### src/rtl/rhcc_pkg.sv
`default_nettype none
// ----------------------------------------------------------------------------
// rhcc_pkg: shared types, constants and functions
// Record layout constants, CRC-32 byte update, payload and register structs.
// ----------------------------------------------------------------------------
package rhcc_pkg;

   localparam int MAX_RECORD_BYTES = 256;
   // byte position saturates at MAX_RECORD_BYTES, so it must hold that value
   localparam int POS_W = $clog2(MAX_RECORD_BYTES + 1);
   // wide enough for the position plus one and for crc_field_offset + 4
   localparam int CMP_W = ((POS_W > 9) ? POS_W : 9) + 1;

   localparam logic [31:0] CRC_INIT = 32'hFFFF_FFFF;
   localparam logic [31:0] CRC_POLY = 32'hEDB8_8320;
   localparam int CRC_FIELD_BYTES = 4;
   localparam int HEADER_BYTES = 6;
   localparam int MAGIC_BYTES = 4;

   localparam int CSR_INDEX_W = 2;

   typedef enum logic [CSR_INDEX_W-1:0] {
      CSR_SEAL_MODE        = 2'd0,
      CSR_EXPECTED_MAGIC   = 2'd1,
      CSR_EXPECTED_VERSION = 2'd2,
      CSR_CRC_FIELD_OFFSET = 2'd3
   } csr_index_type;

   typedef enum logic [2:0] {
      ST_OK          = 3'd0,
      ST_BAD_MAGIC   = 3'd1,
      ST_BAD_VERSION = 3'd2,
      ST_BAD_CRC     = 3'd3,
      ST_BAD_LENGTH  = 3'd4
   } status_type;

   typedef struct packed {
      logic [7:0] record_byte;
      logic       last_byte;
   } req_payload_type;

   typedef struct packed {
      status_type  status;
      logic [31:0] crc_value;
   } rsp_payload_type;

   typedef struct packed {
      logic        seal_mode;
      logic [31:0] expected_magic;
      logic [15:0] expected_version;
      logic [7:0]  crc_field_offset;
   } cfg_type;

   // reflected crc-32, one byte, eight bit steps unrolled
   function automatic logic [31:0] crc_byte(input logic [31:0] crc, input logic [7:0] b);
      logic [31:0] c;
      c = crc ^ {24'd0, b};
      for (int k = 0; k < 8; k++) begin
         c = c[0] ? ((c >> 1) ^ CRC_POLY) : (c >> 1);
      end
      return c;
   endfunction

endpackage
`default_nettype wire

### src/rtl/rhcc_check.sv
`default_nettype none
// ----------------------------------------------------------------------------
// rhcc_check: record state and result register
// Runs the crc and header checks one byte per cycle, unless a last byte waits
// on a stalled result, and registers the result on the last byte of a record.
// ----------------------------------------------------------------------------
module rhcc_check (
   input  wire logic                      clock,
   input  wire logic                      reset,
   input  wire rhcc_pkg::cfg_type         cfg,
   input  wire logic                      item_valid,
   input  wire rhcc_pkg::req_payload_type item,
   output logic                           take,
   output logic                           rsp_valid,
   input  wire logic                      rsp_stall,
   output rhcc_pkg::rsp_payload_type      rsp_payload
);
   import rhcc_pkg::*;

   logic [31:0]      crc_ff, crc_in;
   logic [POS_W-1:0] pos_ff, pos_in;
   logic             magic_ok_ff, magic_ok_in;
   logic             version_ok_ff, version_ok_in;
   logic [31:0]      capt_ff, capt_in;
   logic             len_bad_ff, len_bad_in;
   logic             rsp_valid_ff, rsp_valid_in;
   rsp_payload_type  rsp_data_ff, rsp_data_in;

   logic [CMP_W-1:0] pos_ext, off_ext, off_end, need, diff;
   logic             in_magic, in_version, in_field, at_max;
   logic [7:0]       hdr_byte, eff_byte;
   logic [31:0]      crc_next, crc_final;
   logic             bad_len;
   logic             rsp_free;

   // a result waiting on a stalled output blocks only a last byte
   assign rsp_free = ~rsp_valid_ff | ~rsp_stall;
   assign take = item_valid & (~item.last_byte | rsp_free);

   always_comb begin
      pos_ext = CMP_W'(pos_ff);
      off_ext = CMP_W'(cfg.crc_field_offset);
      off_end = off_ext + CMP_W'(CRC_FIELD_BYTES);
      need = (off_end < CMP_W'(HEADER_BYTES)) ? CMP_W'(HEADER_BYTES) : off_end;
      diff = pos_ext - off_ext;
      at_max = (pos_ext >= CMP_W'(MAX_RECORD_BYTES));

      in_magic = (pos_ext < CMP_W'(MAGIC_BYTES));
      in_version = ~in_magic & (pos_ext < CMP_W'(HEADER_BYTES));
      in_field = (pos_ext >= off_ext) & (pos_ext < off_end);

      if (in_magic) begin
         hdr_byte = cfg.expected_magic[{pos_ff[1:0], 3'b000} +: 8];
      end else begin
         hdr_byte = cfg.expected_version[{pos_ff[0], 3'b000} +: 8];
      end

      eff_byte = item.record_byte;
      if (cfg.seal_mode & (in_magic | in_version)) begin
         eff_byte = hdr_byte;
      end
      // crc field enters as zero, even over the header
      if (in_field) begin
         eff_byte = 8'd0;
      end

      crc_next = crc_byte(crc_ff, eff_byte);
      crc_final = ~crc_next;

      magic_ok_in = magic_ok_ff & ~(in_magic & (item.record_byte != hdr_byte));
      version_ok_in = version_ok_ff & ~(in_version & (item.record_byte != hdr_byte));
      capt_in = capt_ff;
      if (in_field) begin
         capt_in = capt_ff | (32'(item.record_byte) << {diff[1:0], 3'b000});
      end
      len_bad_in = len_bad_ff | at_max;
      pos_in = at_max ? pos_ff : pos_ff + POS_W'(1);
      crc_in = crc_next;

      bad_len = len_bad_in | ((pos_ext + CMP_W'(1)) < need);

      rsp_data_in.crc_value = crc_final;
      if (bad_len) begin
         rsp_data_in.status = ST_BAD_LENGTH;
         rsp_data_in.crc_value = 32'd0;
      end else if (cfg.seal_mode) begin
         rsp_data_in.status = ST_OK;
      end else if (~magic_ok_in) begin
         rsp_data_in.status = ST_BAD_MAGIC;
      end else if (~version_ok_in) begin
         rsp_data_in.status = ST_BAD_VERSION;
      end else if (crc_final != capt_in) begin
         rsp_data_in.status = ST_BAD_CRC;
      end else begin
         rsp_data_in.status = ST_OK;
      end

      if (take & item.last_byte) begin
         rsp_valid_in = 1'b1;
      end else if (~rsp_stall) begin
         rsp_valid_in = 1'b0;
      end else begin
         rsp_valid_in = rsp_valid_ff;
      end
   end

   always_ff @(posedge clock) begin
      if (reset || (take && item.last_byte)) begin
         crc_ff <= CRC_INIT;
         pos_ff <= '0;
         magic_ok_ff <= 1'b1;
         version_ok_ff <= 1'b1;
         capt_ff <= 32'd0;
         len_bad_ff <= 1'b0;
      end else if (take) begin
         crc_ff <= crc_in;
         pos_ff <= pos_in;
         magic_ok_ff <= magic_ok_in;
         version_ok_ff <= version_ok_in;
         capt_ff <= capt_in;
         len_bad_ff <= len_bad_in;
      end
   end

   always_ff @(posedge clock) begin
      if (reset) begin
         rsp_valid_ff <= 1'b0;
      end else begin
         rsp_valid_ff <= rsp_valid_in;
      end
   end

   always_ff @(posedge clock) begin
      if (take && item.last_byte) begin
         rsp_data_ff <= rsp_data_in;
      end
   end

   assign rsp_valid = rsp_valid_ff;
   assign rsp_payload = rsp_data_ff;

endmodule
`default_nettype wire

### config.mk
export PLATFORM = sky130hd
export DESIGN_NAME = rhcc_check
export DESIGN_NICKNAME = d
export VERILOG_FILES = /design/src/rtl/rhcc_pkg.sv /design/src/rtl/rhcc_check.sv
export SDC_FILE = /design/constraint.sdc
export NUM_CORES = 1
export LEC_CHECK = 0
export BUFFER_PORTS_ARGS = -buffer_cell sky130_fd_sc_hd__buf_2
export CAP_MARGIN = 20
export CORE_UTILIZATION = 40
export DETAILED_ROUTE_END_ITERATION = 12
export PLACE_DENSITY = 0.66
export SYNTH_ARGS = -nofsm -noshare
export SYNTH_HDL_FRONTEND = slang
export SYNTH_SLANG_ARGS = --single-unit
### constraint.sdc
create_clock -name clock -period 9.45 [get_ports clock]
set_input_delay 1.4175 -clock clock [delete_from_list [all_inputs] [get_ports clock]]
set_output_delay 1.4175 -clock clock [all_outputs]
set_load 0.02 [all_outputs]
==> metrics.md <==
| Metric | Value |
|---|---|
| H-tree depth | 3 |
| DR WL/cell | 17.5 um |
| Leakage power | 3.59 nW |
| Worst Hold End | capt_ff[16] |
| CTS buffer count | 9 |
| Period utilization | 62.8% |
| Clock slew at reported path FFs | 70 ps |
| Area grow syn2layout | 12.9% |
| DRC violations left | 0 |
| Min-delay src | capt_ff[16] |
| Utilization after layout | 46.2% |
| Setup violations, final | 0 |
| Synth Flop Type | dfxtp_1 |
| Max-Cap Viols | 0 |
| Buffers on Ports | 106 |
| Number of synthesized flops with an enable pin | 35 |
| #FFs+latches synth | 112 |
| Shortest period the worst path allows | 5930 ps |
| Synth Area per Inst | 9.46 um2 |
| Setup_tns | 0 ps |
| Path type of the worst min-delay path | flop to flop |
| Die width | 141 um |
| Endpoint type of the worst setup path | flop |
| Iteration-0 DRC Markers | 489 |
| ANT nets after route | 0 |
| Pin count of the biggest net entering global routing | 47 |
| Post-Syn Nets | 906 |
| Number of global-route vias before repair | 5,796 |
| Fmax | 0.169 GHz |
| Hold Buf Count CTS | 0 |
| Initial antenna violation count | 0 |
| Worst vdd ir | 0.000103 V |
| Worst R2R Path Depth | 15 |
| HPWL after DPL | 15,200 um |
| Worst slew margin | 32.0% |
| CP max FO | 17 |
| RePlAce Congestion | 0.964 |
| Critical path launch point type | primary input |
| Number of diodes | 0 |
| Skew final | 10.0 ps |
| Synth Cell Area | 7680 um2 |
| Via density | 5.39 |
| Critical Path RT | 9550 ps |
| Post-CTS Resized | 0 |
| Post-synth cell types | 68 |
| Share of layout cells above drive strength 1 | 21.1% |
| Row cnt | 50 |
| Detailed Route WL | 19,700 um |
| Total die area | 19,800 um2 |
| Kind of critical path | primary input to flop |
| Die H | 141 um |
| Deepest clock path buffer count | 2 |
| Unrepaired setup endpoints after global routing | no |
| PwrDens | 244 nW/um2 |
| Seq/Total Area, Yosys | 33.7% |
| Synth top area cells | dfxtp_1, edfxtp_1, xnor2_1, xor2_1, a21oi_1 |
| RR Endpoint | rsp_payload[32] |
| Largest area contributor in the netlist | dfxtp_1 |
| Via count | 6,074 |
| Nets | 982 |
| R2R Setup Slk | 4300 ps |
| Worst slew pin tran | 1010 ps |
| YS warnings | 0 |
| Synth async-reset ratio | 0% |
| CP arrival | 6040 ps |
| Initial Utilization | 40.9% |
| First-pass GRT wire length | 31,400 um |
| Setup Fix Bufs, Post-CTS | 0 |
| Reg2reg start | pos_ff[0] |
| Total grt overflow | 0 |
| Slew Limit Fails | 0 |
| Sink count of the clock tree | 112 |
| CTS tree | done |
| DRT Pass-1 Iters | 5 |
| Gr usage total | 20.7% |
| Post-Syn Instances | 812 |
| Synth top area share | 20.1% |
| Synth top cells by count | nor2_1, xnor2_1, dfxtp_1, nand2_1, a21oi_1 |
| Root Buffer | clkbuf_16 |
| Clk_lat worst skew | 370 ps |
| Run status | completed |
| Hold path depth | 2 |
| Hold Fails Final Rpt | 0 |
| Core area | 18,800 um2 |
| Io pins | 107 |
cell families (layout without fill, tap and decap cells):
kind of cell             after synthesis  in the layout  synth area share, %
AND/OR/NAND/NOR                      257            257                 15.1
buffers and inverters                 64            145                 3.60
AO/OA/AOI/OAI                        139            139                 11.4
XOR/XNOR                             169            169                 23.4
adder cells (fa/ha/maj)               24             24                 3.91
multiplexers                          47             47                 8.82
flip-flops                           112            112                 33.7
layout make-up:
| cell class | instances | area [um2] |
|---|---|---|
| fillers | 1809 | 10100 |
| multi-input cells | 636 | 4820 |
| flip-flops and latches | 112 | 2590 |
| repair buffers | 113 | 583 |
| well taps | 234 | 293 |
| clock buffers | 9 | 225 |
| clock inverters | 7 | 101 |
| inverters | 16 | 60.1 |
layout by cell type (no fill, tap or decap), types with 7 or more instances in the layout:
cell type	netlist	routed
clkbuf_16	0	9
xor2_1	48	48
mux2i_1	16	16
mux2_2	16	16
mux2i_4	7	7
nand2_1	75	75
inv_1	15	15
nor2b_1	10	10
nand3_1	31	31
buf_2	4	106
xnor2_2	10	10
ha_1	24	24
buf_4	0	7
and3_1	13	12
a21oi_1	74	74
xnor2_1	95	95
edfxtp_1	35	35
nor2_1	95	94
dfxtp_1	77	77
xnor3_1	9	9
o211ai_1	13	13
nor3_1	10	10
o21ai_0	10	10
mux4_2	8	8
worst max path at each step:
stage | startpoint | endpoint | slack, ps | cells past startpoint
3_3_place_gp | cfg[4] | rsp_payload[32] | 3340 | 16
5_1_grt | cfg[4] | rsp_payload[32] | 3170 | 16
2_1_floorplan | cfg[2] | rsp_payload[32] | 4210 | 15
6_report | cfg[4] | rsp_payload[32] | 3520 | 16
4_1_cts | cfg[4] | rsp_payload[32] | 3590 | 16
3_5_place_dp | cfg[4] | rsp_payload[32] | 3200 | 16
worst max-delay path, cell delays in order:
cell	delay [ps]
buf_2	140
nand3_1	170
nor3_1	310
xnor2_1	190
ha_1	250
or2_2	290
a21oi_1	190
a211o_1	570
nand2_1	290
nor3_1	760
a21oi_1	190
xnor2_1	160
or4_1	500
nand4b_1	230
o31ai_1	290
a211oi_1	100
layer usage:
metal	global-route usage [%]	share of wire [%]	wire length [um]
met1	28.7	46	9070
met2	32.7	45	8950
met3	2.72	6.4	1260
met4	7.89	2.2	433
met5	0	0	0
power by group:
group          switching (mW)  total, mW  internal, mW
Combinational           0.606       1.13         0.520
Sequential             0.0392      0.571         0.532
Clock                   0.187      0.423         0.236
Total                   0.832       2.12          1.29
through the flow:
step | cells | cell area [um2] | hold WS (ps) | worst slack, ps | total power, mW
CTS | 1127 | 8670 | 475 | 3590 | 2.12
global placement | 1111 | 8350 | 449 | 3340 | 1.69
floorplan | 812 | 7680 | 437 | 4210 | 1.44
detailed placement | 1111 | 8350 | 456 | 3200 | 1.70
finish | 1127 | 8670 | 473 | 3520 | 2.12
global route | 1127 | 8670 | 490 | 3170 | 2.24
sequential cells by signal, indices dropped and copies added, names as in the netlist:
signal         flops
capt_ff           32
magic_ok_ff        1
rsp_payload       35
crc_ff            32
len_bad_ff         1
version_ok_ff      1
pos_ff             9
rsp_valid          1
No activity file was read; power rests on OpenSTA's default activity.
